`src/scope_column_decimator_defines.svh`:
```
// Assertion helpers for the scope column decimator
`ifndef SCOPE_COLUMN_DECIMATOR_DEFINES_SVH
`define SCOPE_COLUMN_DECIMATOR_DEFINES_SVH

// antecedent implies consequent in the same cycle
`define SCD_ASSERT_IMP(lbl, ante, cons) \
  lbl: assert property (@(posedge clk) disable iff (!rst_n) (ante) |-> (cons)) \
    else $error("check failed");

// antecedent implies consequent in the next cycle
`define SCD_ASSERT_NXT(lbl, ante, cons) \
  lbl: assert property (@(posedge clk) disable iff (!rst_n) (ante) |=> (cons)) \
    else $error("check failed");

`endif

```
`src/scd_pkg.sv`:
```
package scd_pkg;

  localparam logic [2:0] MODE_FIRST  = 3'd0;
  localparam logic [2:0] MODE_MINMAX = 3'd1;
  localparam logic [2:0] MODE_AVG    = 3'd2;
  localparam logic [2:0] MODE_MAVG   = 3'd3;
  localparam logic [2:0] MODE_PASS   = 3'd4;

  localparam logic [1:0] REG_MODE = 2'd0;
  localparam logic [1:0] REG_COLS = 2'd1;
  localparam logic [1:0] REG_SPP  = 2'd2;

  localparam int WIN_LEN = 5;

  // job handed from front to back
  typedef struct packed {
    logic        divide;     // column average needs a divide
    logic        mavg;       // moving-average job
    logic [2:0]  n_out;      // results in this job (0..5; jobs with none are not queued)
    logic        first_avg;  // first result is the full-window average
    logic        flush;      // tail results follow
    logic        frame_end;
    logic [15:0] a1;         // sum or point, channel one
    logic [15:0] a2;
    logic [15:0] w0;         // window words, oldest first
    logic [15:0] w1;
    logic [15:0] w2;
    logic [15:0] w3;
    logic [15:0] w4;
    logic [2:0]  cnt;        // valid window words
    logic [8:0]  spp;
  } job_t;

  typedef struct packed {
    logic [7:0]  p1;
    logic [7:0]  p2;
    logic        frame_last;
    logic        step_last;
  } res_t;

endpackage

```
`src/scd_front.sv`:
```
module scd_front #(
  parameter int MAX_COLUMNS = 1024,
  parameter int MAX_SAMPLES_PER_PIXEL = 256
) (
  input  logic             clk,
  input  logic             rst_n,
  input  logic             cfg_we,
  input  logic [1:0]       cfg_idx,
  input  logic [10:0]      cfg_data,
  input  logic             in_valid,
  output logic             in_ready,
  input  logic [7:0]       raw1,
  input  logic [7:0]       raw2,
  output logic             job_valid,
  input  logic             job_ready,
  output scd_pkg::job_t    job,
  output logic             restart
);
  import scd_pkg::*;

  localparam int CW = $clog2(MAX_COLUMNS + 1);

  logic [2:0]    mode_r;
  logic [10:0]   cols_cfg_r;
  logic [8:0]    spp_cfg_r;
  logic [11:0]   col_r, col_nxt;
  logic [8:0]    smp_r, smp_nxt;
  logic          phase_r, phase_nxt;
  logic [15:0]   s1_r, s1_nxt, s2_r, s2_nxt;
  logic [7:0]    e1_r, e1_nxt, e2_r, e2_nxt;
  logic [15:0]   win_r [4];
  logic [15:0]   win_nxt [4];
  logic [2:0]    fill_r, fill_nxt;
  logic [10:0]   cols;
  logic [8:0]    spp;
  logic [7:0]    v1, v2;
  logic          first, col_end, last_col, frame_end, acc;
  logic [15:0]   l [5];
  logic [2:0]    cnt;
  job_t          j;

  assign restart = cfg_we && (cfg_idx == REG_MODE || cfg_idx == REG_COLS ||
                              cfg_idx == REG_SPP);
  assign in_ready = job_ready;
  assign acc = in_valid && in_ready;
  assign job_valid = acc;
  assign job = j;

  // effective counts
  always_comb begin
    cols = cols_cfg_r;
    if (cols == 11'd0) cols = 11'd1;
    if ({1'b0, cols} > CW'(MAX_COLUMNS) && MAX_COLUMNS < 2048) cols = 11'(MAX_COLUMNS);
    spp = spp_cfg_r;
    if (spp == 9'd0) spp = 9'd1;
    if (spp > 9'(MAX_SAMPLES_PER_PIXEL)) spp = 9'(MAX_SAMPLES_PER_PIXEL);
  end

  // classify the sample and build the job
  always_comb begin
    v1 = ~raw1;
    v2 = ~raw2;
    first = (smp_r == 9'd0);
    col_end = (smp_r + 9'd1 >= spp);
    last_col = (col_r + 12'd1 >= {1'b0, cols});
    frame_end = col_end && last_col;
    col_nxt = col_r; smp_nxt = smp_r; phase_nxt = phase_r;
    s1_nxt = s1_r; s2_nxt = s2_r; e1_nxt = e1_r; e2_nxt = e2_r;
    for (int i = 0; i < 4; i++) win_nxt[i] = win_r[i];
    fill_nxt = fill_r;
    for (int i = 0; i < 4; i++) l[i] = win_r[i];
    l[4] = '0;
    cnt = (fill_r > 3'd4) ? 3'd4 : fill_r;
    j = '0;
    j.spp = spp;
    j.frame_end = frame_end;
    j.a1 = {8'd0, v1};
    j.a2 = {8'd0, v2};
    unique case (mode_r)
      MODE_FIRST: begin
        j.n_out = first ? 3'd1 : 3'd0;
        j.frame_end = last_col;
      end
      MODE_MINMAX: begin
        if (first) begin
          e1_nxt = v1; e2_nxt = v2;
        end else if (!phase_r) begin
          if (v1 < e1_r) e1_nxt = v1;
          if (v2 < e2_r) e2_nxt = v2;
        end else begin
          if (v1 > e1_r) e1_nxt = v1;
          if (v2 > e2_r) e2_nxt = v2;
        end
        j.a1 = {8'd0, e1_nxt};
        j.a2 = {8'd0, e2_nxt};
        j.n_out = col_end ? 3'd1 : 3'd0;
        if (col_end) phase_nxt = ~phase_r;
      end
      MODE_AVG: begin
        s1_nxt = first ? {8'd0, v1} : s1_r + {8'd0, v1};
        s2_nxt = first ? {8'd0, v2} : s2_r + {8'd0, v2};
        j.a1 = s1_nxt;
        j.a2 = s2_nxt;
        j.divide = 1'b1;
        j.n_out = col_end ? 3'd1 : 3'd0;
      end
      MODE_MAVG: begin
        l[cnt] = {v2, v1};
        j.mavg = 1'b1;
        j.w0 = l[0]; j.w1 = l[1]; j.w2 = l[2]; j.w3 = l[3]; j.w4 = l[4];
        j.cnt = cnt + 3'd1;
        j.first_avg = (cnt == 3'd4);
        j.flush = frame_end;
        if (cnt == 3'd4) begin
          for (int i = 0; i < 4; i++) win_nxt[i] = l[i+1];
          fill_nxt = 3'd4;
        end else begin
          for (int i = 0; i < 4; i++) win_nxt[i] = l[i];
          fill_nxt = cnt + 3'd1;
        end
        j.n_out = frame_end ? ((cnt == 3'd4) ? 3'd5 : cnt + 3'd1)
                            : ((cnt == 3'd4) ? 3'd1 : 3'd0);
        if (frame_end) fill_nxt = 3'd0;
      end
      default: begin
        j.n_out = 3'd1;
      end
    endcase
    if (col_end) begin
      smp_nxt = 9'd0;
      if (frame_end) begin
        col_nxt = 12'd0;
        phase_nxt = 1'b0;
        fill_nxt = 3'd0;
      end else begin
        col_nxt = col_r + 12'd1;
      end
    end else begin
      smp_nxt = smp_r + 9'd1;
    end
  end

  // configuration and frame state
  always_ff @(posedge clk) begin
    if (!rst_n) begin
      mode_r <= MODE_FIRST;
      cols_cfg_r <= 11'd1;
      spp_cfg_r <= 9'd1;
      col_r <= '0; smp_r <= '0; phase_r <= 1'b0;
      s1_r <= '0; s2_r <= '0; e1_r <= '0; e2_r <= '0;
      fill_r <= '0;
      for (int i = 0; i < 4; i++) win_r[i] <= '0;
    end else if (restart) begin
      unique case (cfg_idx)
        REG_MODE: mode_r <= cfg_data[2:0];
        REG_COLS: cols_cfg_r <= cfg_data;
        REG_SPP:  spp_cfg_r <= cfg_data[8:0];
        default: ;
      endcase
      col_r <= '0; smp_r <= '0; phase_r <= 1'b0;
      s1_r <= '0; s2_r <= '0; e1_r <= '0; e2_r <= '0;
      fill_r <= '0;
      for (int i = 0; i < 4; i++) win_r[i] <= '0;
    end else if (acc) begin
      col_r <= col_nxt; smp_r <= smp_nxt; phase_r <= phase_nxt;
      s1_r <= s1_nxt; s2_r <= s2_nxt; e1_r <= e1_nxt; e2_r <= e2_nxt;
      fill_r <= fill_nxt;
      for (int i = 0; i < 4; i++) win_r[i] <= win_nxt[i];
    end
  end

endmodule

```
`src/scd_queue.sv`:
```
module scd_queue (
  input  logic           clk,
  input  logic           rst_n,
  input  logic           flush,
  input  logic           wr_valid,
  output logic           wr_ready,
  input  scd_pkg::job_t  wr_job,
  output logic           rd_valid,
  input  logic           rd_ready,
  output scd_pkg::job_t  rd_job
);
  import scd_pkg::*;

  // two-word queue between classifier and executor
  job_t       mem_r [2];
  logic       wp_r, rp_r;
  logic [1:0] cnt_r;
  logic       wr, rd;

  assign wr_ready = (cnt_r != 2'd2);
  assign rd_valid = (cnt_r != 2'd0);
  assign rd_job = mem_r[rp_r];
  assign wr = wr_valid && wr_ready && (wr_job.n_out != 3'd0);
  assign rd = rd_valid && rd_ready;

  always_ff @(posedge clk) begin
    if (wr) mem_r[wp_r] <= wr_job;
  end

  always_ff @(posedge clk) begin
    if (!rst_n || flush) begin
      wp_r <= 1'b0; rp_r <= 1'b0; cnt_r <= 2'd0;
    end else begin
      if (wr) wp_r <= ~wp_r;
      if (rd) rp_r <= ~rp_r;
      cnt_r <= cnt_r + {1'b0, wr} - {1'b0, rd};
    end
  end

endmodule

```
`src/scd_back.sv`:
```
module scd_back (
  input  logic           clk,
  input  logic           rst_n,
  input  logic           restart,
  input  logic           job_valid,
  output logic           job_ready,
  input  scd_pkg::job_t  job,
  output logic           out_valid,
  input  logic           out_ready,
  output scd_pkg::res_t  res,
  output logic [17:0]    pidx
);
  import scd_pkg::*;

  localparam logic [1:0] ST_IDLE = 2'd0;
  localparam logic [1:0] ST_DIV  = 2'd1;
  localparam logic [1:0] ST_EMIT = 2'd2;

  logic [1:0]  st_r, st_nxt;
  job_t        j_r;
  logic [2:0]  k_r;      // results given so far
  logic [3:0]  dbit_r;   // divide bit position
  logic [15:0] q1_r, q2_r;
  logic [8:0]  r1_r, r2_r;
  logic [17:0] pc_r;
  logic        ov_r;
  res_t        res_r;
  logic [17:0] pidx_r;
  logic [9:0]  t1, t2;
  logic [10:0] ws1, ws2;
  logic [2:0]  from;
  logic [15:0] w [5];
  logic [7:0]  m1, m2;
  logic        last_one, can_emit;

  assign out_valid = ov_r;
  assign res = res_r;
  assign pidx = pidx_r;
  assign can_emit = !ov_r || out_ready;
  assign job_ready = (st_r == ST_IDLE);

  // restoring divide step for both channels
  always_comb begin
    t1 = {r1_r, j_r.a1[dbit_r]} ;
    t2 = {r2_r, j_r.a2[dbit_r]};
  end

  // window sum for the current result
  always_comb begin
    w[0] = j_r.w0; w[1] = j_r.w1; w[2] = j_r.w2; w[3] = j_r.w3; w[4] = j_r.w4;
    from = j_r.first_avg ? ((k_r == 3'd0) ? 3'd0 : k_r) : k_r;
    ws1 = '0; ws2 = '0;
    for (int i = 0; i < 5; i++) begin
      if (3'(i) >= from && 3'(i) < j_r.cnt) begin
        ws1 = ws1 + {3'd0, w[i][7:0]};
        ws2 = ws2 + {3'd0, w[i][15:8]};
      end
    end
    // divide by five: 3277 / 2^14 is exact for sums up to 5 * 255
    m1 = 8'((23'(ws1) * 23'd3277) >> 14);
    m2 = 8'((23'(ws2) * 23'd3277) >> 14);
    last_one = (k_r + 3'd1 == j_r.n_out);
  end

  always_comb begin
    st_nxt = st_r;
    unique case (st_r)
      ST_IDLE: if (job_valid) st_nxt = job.divide ? ST_DIV : ST_EMIT;
      ST_DIV:  if (dbit_r == 4'd0) st_nxt = ST_EMIT;
      ST_EMIT: if (can_emit && last_one) st_nxt = ST_IDLE;
      default: st_nxt = ST_IDLE;
    endcase
  end

  always_ff @(posedge clk) begin
    if (!rst_n || restart) begin
      st_r <= ST_IDLE;
      ov_r <= 1'b0;
      pc_r <= '0;
      k_r <= '0;
      dbit_r <= '0;
    end else begin
      st_r <= st_nxt;
      // output word held until taken
      if (st_r == ST_EMIT && can_emit) ov_r <= 1'b1;
      else if (out_ready) ov_r <= 1'b0;
      unique case (st_r)
        ST_IDLE: if (job_valid) begin
          j_r <= job;
          k_r <= '0;
          dbit_r <= 4'd15;
          r1_r <= '0; r2_r <= '0;
        end
        ST_DIV: begin
          if ({1'b0, t1} >= {2'b0, j_r.spp}) begin
            r1_r <= 9'(t1 - {1'b0, j_r.spp}); q1_r[dbit_r] <= 1'b1;
          end else begin
            r1_r <= t1[8:0]; q1_r[dbit_r] <= 1'b0;
          end
          if ({1'b0, t2} >= {2'b0, j_r.spp}) begin
            r2_r <= 9'(t2 - {1'b0, j_r.spp}); q2_r[dbit_r] <= 1'b1;
          end else begin
            r2_r <= t2[8:0]; q2_r[dbit_r] <= 1'b0;
          end
          dbit_r <= dbit_r - 4'd1;
        end
        ST_EMIT: if (can_emit) begin
          pidx_r <= pc_r;
          res_r.step_last <= last_one;
          if (j_r.mavg) begin
            res_r.p1 <= m1;
            res_r.p2 <= m2;
            res_r.frame_last <= (j_r.first_avg && k_r == 3'd0) ? 1'b0 :
                                (j_r.flush && last_one);
          end else if (j_r.divide) begin
            res_r.p1 <= q1_r[7:0];
            res_r.p2 <= q2_r[7:0];
            res_r.frame_last <= j_r.frame_end;
          end else begin
            res_r.p1 <= j_r.a1[7:0];
            res_r.p2 <= j_r.a2[7:0];
            res_r.frame_last <= j_r.frame_end;
          end
          k_r <= k_r + 3'd1;
          if (last_one && j_r.frame_end && (j_r.mavg ? j_r.flush : 1'b1)
              && !(j_r.mavg == 1'b0 && j_r.divide == 1'b0 && j_r.frame_end == 1'b0))
            pc_r <= '0;
          else
            pc_r <= pc_r + 18'd1;
        end
        default: ;
      endcase
    end
  end

endmodule

```
`src/scope_column_decimator.sv`:
```
// Channel  | Direction | Contents
// in_      | slave     | tdata: ch1_raw, ch2_raw
// out_     | master    | tdata: ch1_point, ch2_point, point_index; tuser: frame_last, step_last
// cfg_     | write     | index 0 mode, 1 column count, 2 samples per pixel
// A sample word is classified in its accept cycle; the front stalls when the job queue is full.
// The back end loads a job while idle and gives all its result words before taking another.
// Column averages first pass through the bit-serial divider, one quotient bit per cycle.
// A moving-average frame tail gives up to five words; out_tready low holds the output word.
// Reset (rst_n low, synchronous) and any register write restart the frame and drop queued work.
module scope_column_decimator #(
  parameter int MAX_COLUMNS = 1024,
  parameter int MAX_SAMPLES_PER_PIXEL = 256
) (
  input  logic        clk,
  input  logic        rst_n,
  input  logic        cfg_we,
  input  logic [1:0]  cfg_idx,
  input  logic [10:0] cfg_data,
  input  logic        in_tvalid,
  output logic        in_tready,
  input  logic [15:0] in_tdata,   // ch1_raw, ch2_raw
  output logic        out_tvalid,
  input  logic        out_tready,
  output logic [39:0] out_tdata,  // ch1_point, ch2_point, point_index, zero fill
  output logic [1:0]  out_tuser   // frame_last, step_last
);
  import scd_pkg::*;

  `include "scope_column_decimator_defines.svh"

  logic          restart, fj_valid, fj_ready, bj_valid, bj_ready;
  job_t          fj, bj;
  res_t          res;
  logic [17:0]   pidx;

  scd_front #(.MAX_COLUMNS(MAX_COLUMNS), .MAX_SAMPLES_PER_PIXEL(MAX_SAMPLES_PER_PIXEL)) u_front (
    .clk, .rst_n, .cfg_we, .cfg_idx, .cfg_data,
    .in_valid(in_tvalid), .in_ready(in_tready),
    .raw1(in_tdata[7:0]), .raw2(in_tdata[15:8]),
    .job_valid(fj_valid), .job_ready(fj_ready), .job(fj), .restart
  );

  scd_queue u_queue (
    .clk, .rst_n, .flush(restart),
    .wr_valid(fj_valid), .wr_ready(fj_ready), .wr_job(fj),
    .rd_valid(bj_valid), .rd_ready(bj_ready), .rd_job(bj)
  );

  scd_back u_back (
    .clk, .rst_n, .restart,
    .job_valid(bj_valid), .job_ready(bj_ready), .job(bj),
    .out_valid(out_tvalid), .out_ready(out_tready), .res, .pidx
  );

  assign out_tdata = {6'd0, pidx, res.p2, res.p1};
  assign out_tuser = {res.step_last, res.frame_last};

  `SCD_ASSERT_IMP(a_fl_step, out_tvalid && out_tuser[0], out_tuser[1])
  `SCD_ASSERT_NXT(a_fl_zero, out_tvalid && out_tready && out_tuser[0] && !restart,
                  !out_tvalid || out_tdata[33:16] == 18'd0)

endmodule
```
`config.mk`:
```
export PLATFORM = sky130hd
export DESIGN_NAME = scope_column_decimator
export DESIGN_NICKNAME = d
export VERILOG_FILES = /design/src/scd_pkg.sv /design/src/scd_front.sv /design/src/scd_queue.sv /design/src/scd_back.sv /design/src/scope_column_decimator.sv
export VERILOG_INCLUDE_DIRS = /design/src /design/src/src
export SDC_FILE = /design/constraint.sdc
export NUM_CORES = 2
export LEC_CHECK = 0
export BUFFER_PORTS_ARGS = -buffer_cell sky130_fd_sc_hd__buf_4
export CAP_MARGIN = 25
export CELL_PAD_IN_SITES_DETAIL_PLACEMENT = 0
export CELL_PAD_IN_SITES_GLOBAL_PLACEMENT = 1
export CORE_ASPECT_RATIO = 2
export CORE_UTILIZATION = 45
export CTS_CLUSTER_SIZE = 25
export DETAILED_ROUTE_END_ITERATION = 10
export PLACE_DENSITY_LB_ADDON = 0.1
export SETUP_SLACK_MARGIN = 0.05
export SLEW_MARGIN = 10
export SYNTH_ARGS = -nofsm -noshare
export SYNTH_HDL_FRONTEND = slang
export SYNTH_SLANG_ARGS = --single-unit
```
`constraint.sdc`:
```
create_clock -name clk -period 11.1 [get_ports clk]
set_input_delay 0.555 -clock clk [delete_from_list [all_inputs] [get_ports clk]]
set_output_delay 0.555 -clock clk [all_outputs]
set_load 0.005 [all_outputs]
```
* Yosys cells after proc, flatten, opt, wreduce, memory -nomap -nowiden
Memories as Yosys holds them, arrays and structs flattened. A register that Yosys moved wholly into a read port is not among the register bits.
Cells that the tools add are included.
** Word-level totals
- Word-level logic and storage cells :: 293
- Bits of input ports :: 34
- Bits in writable memories :: 328
- Memories kept :: 2
- Register bits after elaboration :: 346
** Cells by class
- Order comparisons :: 25
- Bitwise logic cells :: 24
- Add/subtract/negate cells :: 20
- Multiplexer cells :: 105
- Reductions and logical operators :: 58
- Multipliers :: 2
- Equal/unequal tests :: 14
** Memory list
- u_queue.mem_r :: words 2, width 132, rd ports 1, clocked after Yosys merged registers in 1, write ports 1, line scd_queue.sv:15 : job_t mem_r [2];
- u_front.win_r :: words 4, width 16, rd ports 4, clocked after Yosys merged registers in 0, write ports 4, line scd_front.sv:31 : logic [15:0] win_r [4];
** Operator list (number)
- $mux W16 :: 13
- $mux W64 :: 2
- $mux W11 :: 10
- $mux W83 :: 1
- $bwmux W80 :: 1
- $mux W8 :: 10
- $add A11 B8 Y11 :: 6
- $pmux W32 S2 :: 1
- $mux W9 :: 6
- $demux W16 S3 :: 1
- $mul A11 B12 Y22 const B :: 2
- $mux W3 :: 12
- $pmux W9 S2 :: 2
- $mux W17 :: 2
- $add A16 B8 Y16 :: 2
- $and A16 B16 Y16 :: 2
- $or A16 B16 Y16 :: 2
- $mux W1 :: 29
- $logic_and A1 B1 Y1 :: 22
- $ge A10 B9 Y1 :: 2
- $add A18 B1 Y18 const B :: 1
- $add A8 B8 Y9 :: 2
- $logic_not A9 Y1 :: 2
- $mux W18 :: 1
- other kinds (57) :: 114

* Logic depth before layout (Yosys ltp)
- Word-level depth :: 16
- Gate-level depth with buffers :: 56
- Depth with buffers taken out :: 55

* Cells and area by module
From an unflattened synthesis, not the netlist that was laid out.
** Second synthesis, totals
- Cells, all modules :: 3419
- Area total of the unflattened synthesis :: 37770.0 µm²
** By module, submodules not included
- scd_back :: area each 17140.2 µm², cells an instance 1609, sequential area each 6626.4 µm², times used 1
- scd_front :: area each 10472.5 µm², cells an instance 1364, sequential area each 3683.5 µm², times used 1
- scd_queue :: area each 10108.4 µm², cells an instance 439, sequential area each 8027.7 µm², times used 1
- scope_column_decimator :: area each 48.8 µm², cells an instance 7, sequential area each 0.0 µm², times used 1

* Worst setup path before layout
No wires, ideal clock.
- Path kind :: register to register
- From :: register u_back.k_r[0]
- To :: register u_back.res_r, in the netlist u_back.res[16] (data pin)
- Buffers on the path :: 2
- Setup time :: 0.254 ns
- Arrival :: 10.200 ns
- Slack :: 0.646 ns
- Stages on the path, launching flop included :: 47
- Path through :: dfxtp_1 -> buf_6 -> inv_1 -> ha_1 -> o2bb2ai_2 -> and3_1 -> clkbuf_1 -> and2_1 -> inv_1 -> fa_1 -> xnor2_1 -> and3_1 -> a21o_1 -> ha_1 -> nor2b_1 -> o21ai_0 -> a21boi_0 -> o21ai_0 -> [... 11 more ...] -> o2bb2ai_1 -> ha_1 -> fa_1 -> fa_1 -> fa_1 -> fa_1 -> inv_1 -> ha_1 -> a21o_1 -> a211oi_1 -> a21oi_1 -> a21bo_2 -> o21ai_2 -> and4_4 -> a2111oi_4 -> o21bai_1 -> xor2_1 -> a21o_1
** On the way
- Longest elaborated chain between the ends :: 16
- Elaborated cells on any way between the ends :: 24
- Classes of those cells :: add/sub: 4; mul: 1; order compare: 5; mux: 8; reduce/logical: 6
** Ends and longest elaborated chain
- from (decl) :: line scd_back.sv:21 : logic [2:0] k_r;
- from (signal assigned) :: line scd_back.sv:124 : k_r <= k_r + 3'd1;
- $logic_not A3 Y1 :: line scd_back.sv:51 : from = j_r.first_avg ? ((k_r == 3'd0) ? 3'd0 : k_r) : k_r;
- $mux W3 :: line scd_back.sv:51
- $mux W3 (*) :: line scd_back.sv:51
- $ge A1 B3 Y1 :: line scd_back.sv:54 : if (3'(i) >= from && 3'(i) < j_r.cnt) begin
- $logic_and A1 B1 Y1 :: line scd_back.sv:54
- $mux W8 :: line scd_back.sv:54
- $add A8 B8 Y9 :: line scd_back.sv:55 : ws1 = ws1 + {3'd0, w[i][7:0]};
- $mux W11 :: line scd_back.sv:54
- $add A11 B8 Y11 :: line scd_back.sv:55
- $mux W11 :: line scd_back.sv:54
- $add A11 B8 Y11 :: line scd_back.sv:55
- $mux W11 :: line scd_back.sv:54
- $add A11 B8 Y11 :: line scd_back.sv:55
- $mux W11 (*) :: line scd_back.sv:54
- $mul A11 B12 Y22 (*) :: line scd_back.sv:60 : m1 = 8'((23'(ws1) * 23'd3277) >> 14);
- $mux W17 (*) :: line scd_back.sv:110 : if (j_r.mavg) begin
- to (decl) :: line scd_back.sv:27 : res_t res_r;
Mark *: on every way between the ends. The rest lies on a longest branch, timed or not.
A chain may end at the register's enable or synchronous reset.

* Worst setup path in the final report
Ends and elaborated chain as after synthesis.

==> summary.md <==
| Metric | Value |
|---|---|
| Multi-input gate area | approximately 17,000 µm² |
| Final period util | 95.6% |
| Final worst slack | 0.484 ns |
| Placed cell areas | 38,800 µm² |
| Sequential area share after synthesis | 49.6% |
| FILL cells | 7,251 |
| RePlAce Congestion | roughly 0.88 |
| CP Max Fanout | 6 |
| Setup violations, final | 0 |
| Worst Path Arrival | 11.01 ns |
| WHS Path Cells | 3 |
| Post-route ant nets | 0 |
| Die footprint | 83,400 µm² |
| CTS Sinks | 659 |
| Initial antenna violation count | 1 |
| Post-Layout Inst Area | 41,500 µm² |
| Gr usage total | between 20% and 30% |
| Nets | approximately 3,800 |
| Avg Inst Size Synth | 10.9 µm² |
| Top cells by area, synth | edfxtp_1 42%, ha_1 9.3%, dfxtp_1 7.8% |
| Hold path startpoint | cfg_data[9] |
| Max_cap viols | 0 |
| Most frequent cell on the critical path | fa_1 |
| Worst-Skew Late Latency | 0.65 ns |
| First-pass GRT wire length | around 150,000 µm |
| Row Count | between 100 and 150 |
| Yosys Warn Count | 0 |
| Htree depth | 2 |
| WHS Endpoint | u_front.cols_cfg_r[9] |
| Worst Reg-to-Reg Cells | 48 |
| Worst hold path class | in -> reg |
| Status | completed |
| Worst setup SP type | register |
| Number of global-route vias before repair | 26,600 |
| CP Data Required Time | 11.49 ns |
| Final Critical Period | 10.62 ns |
| CTS tree | done |
| Skew final | around 0.024 ns |
| Clk slew on worst S/H paths | 0.07 ns |
| Share of the synthesized area in the top cell type | 41.7% |
| Area growth syn-to-layout | 12.2% |
| Die Y | 407 µm |
| Largest net degree at the start of global routing | between 70 and 80 |
| Prevailing post-synth register cell | edfxtp_1 |
| Total CTS buffers | 60 |
| Synth unique cells | 83 |
| Pin slew with the least headroom to its limit | roughly 1 ns |
| Setup crit end kind | register |
| Clk buf depth | 3 |
| TritonRoute pass-1 iters | 5 |
| Core area | 81,300 µm² |
| GR Overflow Total | 0 |
| Reg2reg setup slack | 0.48 ns |
| Most common cell in the netlist | edfxtp_1 |
| Routed via count | 25,600 |
| Headroom to the max-slew limit | between 30% and 40% |
| DIE WIDTH | around 200 µm |
| Diodes inserted | 0 |
| Final Max Slew Viols | 0 |
| Pre-CTS WS | 0.00249 ns |
| Post-DR wirelength/cell | 22.3 µm |
| Drt drc | 0 |
| Post-synth top cells | 514 x edfxtp_1, 440 x nor2_1, 274 x ha_1 |
| EDFF count, synth | about 500 |
| Syn Inst Count | 3,386 |
| Share of layout cells above drive strength 1 | 14.5% |
| Initial Utilization | 45.5% |
| Final wirelength | 102,000 µm |
| Final hold vios | 0 |
| RSZ-0062 raised after global routing | yes |
| Reg2reg end | u_back.res[16] |
| # port buffers | 71 |
| Post-Syn Area | 37,000 µm² |
| Flops & latches, synth | 659 |
| Ys async rst share | 0% |
| CP max stage cell | fa_1 |
| Setup CP Type | reg -> reg |
| CP peak stage delay | 0.52 ns |
| Post-DP HPWL | 75,600 µm |
| Area leader, netlist | edfxtp_1 |
| R2r startpoint | u_back.k_r[0] |
| First DRT Iteration DRCs | 1,524 |
| Register Area | 18,300 µm² |
| Fmax | 94.2 MHz |
| CTS root buffer | clkbuf_16 |
| # IOs | 78 |
| DR vias/cell | between 5 and 6 |
-- layout by cell type (no fill, tap or decap), types with 133 or more instances in the layout --
| master | n |
|---|---|
| a21oi_1 | 175 |
| buf_4 | 154 |
| dfxtp_1 | 142 |
| edfxtp_1 | 514 |
| ha_1 | 263 |
| inv_1 | 272 |
| mux2_2 | 140 |
| nand2_1 | 209 |
| nor2_1 | 436 |
| o21ai_0 | 133 |
-- stage by stage --
step / std cells / hold slack [ns] / setup TNS [ns] / utilization, %
floorplan: 3391 / 0.428 / 0 / -
global placement: 4423 / 0.443 / 0 / 47.7
detailed placement: 4425 / 0.443 / 0 / 47.7
CTS: 4538 / 0.124 / 0 / 50.4
global route: 4554 / 0.159 / -0.0456 / 51.0
finish: 4554 / 0.165 / 0 / 51.0
-- how the worst max path moves through the flow --
stage	start	end	slack, ns	cells after the start
floorplan	u_back.k_r[0]	u_back.res[16]	0.65	46
global placement	u_back.k_r[0]	u_back.res[9]	0.15	49
detailed placement	u_back.k_r[0]	u_back.res[16]	0.002	48
CTS	u_back.k_r[0]	u_back.res[16]	0.05	48
global route	u_back.k_r[0]	u_back.res[16]	-0.04	48
finish	u_back.k_r[0]	u_back.res[16]	0.48	48
-- flip-flops by register name, summed over array words and instances, names as in the netlist, 12 cells and up, named ones only --
signal	flops
u_queue.mem_r	264
u_back.j_r	132
u_front.win_r	64
u_back.pc_r	18
u_back.pidx	18
u_back.res	18
u_front.s1_r	16
u_front.s2_r	16
u_front.col_r	12
-- worst max-delay path: cells and delay by family, from the launching register on --
kind,cells,cell delay [ns]
flops,1,0.36
fa+ha+maj,11,4.24
compound gates,19,3.09
mux,2,0.59
buf+inv,4,0.23
xor+xnor,5,0.66
simple gates,7,1.19
-- layer usage --
| layer | GRT usage (%) | vias up | part of all wire [%] |
|---|---|---|---|
| met1 | 24.5 | 12700 | 35 |
| met5 | 0 | - | 0 |
| li1 | - | 12200 | - |
| met3 | 2.28 | 203 | 2.9 |
| met4 | 13.2 | 0 | 5.8 |
| met2 | 48.4 | 544 | 57 |
-- layout make-up --
| type | count | share of cell area [%] |
|---|---|---|
| sequential | 659 | 44.2 |
| multi-input combinational | 2301 | 42.0 |
| clock buffer | 75 | 4.00 |
| tap | 1050 | 3.17 |
| timing repair buffer | 157 | 2.97 |
| inverter | 275 | 2.49 |
| clock inverter | 37 | 1.19 |
-- kinds of logic (layout without fill, tap and decap cells) --
kind of cell	Yosys count	in the layout	synth area share, %
and+or+nand+nor	941	941	11.4
muxes	210	210	6.50
other	1	6	0.0101
buffers and inverters	431	544	4.47
adders and majority gates	350	350	13.3
AOI/OAI and AO/OA	645	645	11.2
DFF	659	659	49.6
xor gates and xnor gates	149	149	3.53
-- repair_timing --
| action | CTS | global route |
|---|---|---|
| resized for setup | 5 | 80 |
| setup endpoints to repair | 3 | 15 |
| hold buffers | 0 | 0 |
| pin swaps | 2 | 32 |
| setup buffers | 1 | 14 |
Power is not shown: default switching activity piles up to over one toggle a cycle in this logic, so the estimate is an artifact.
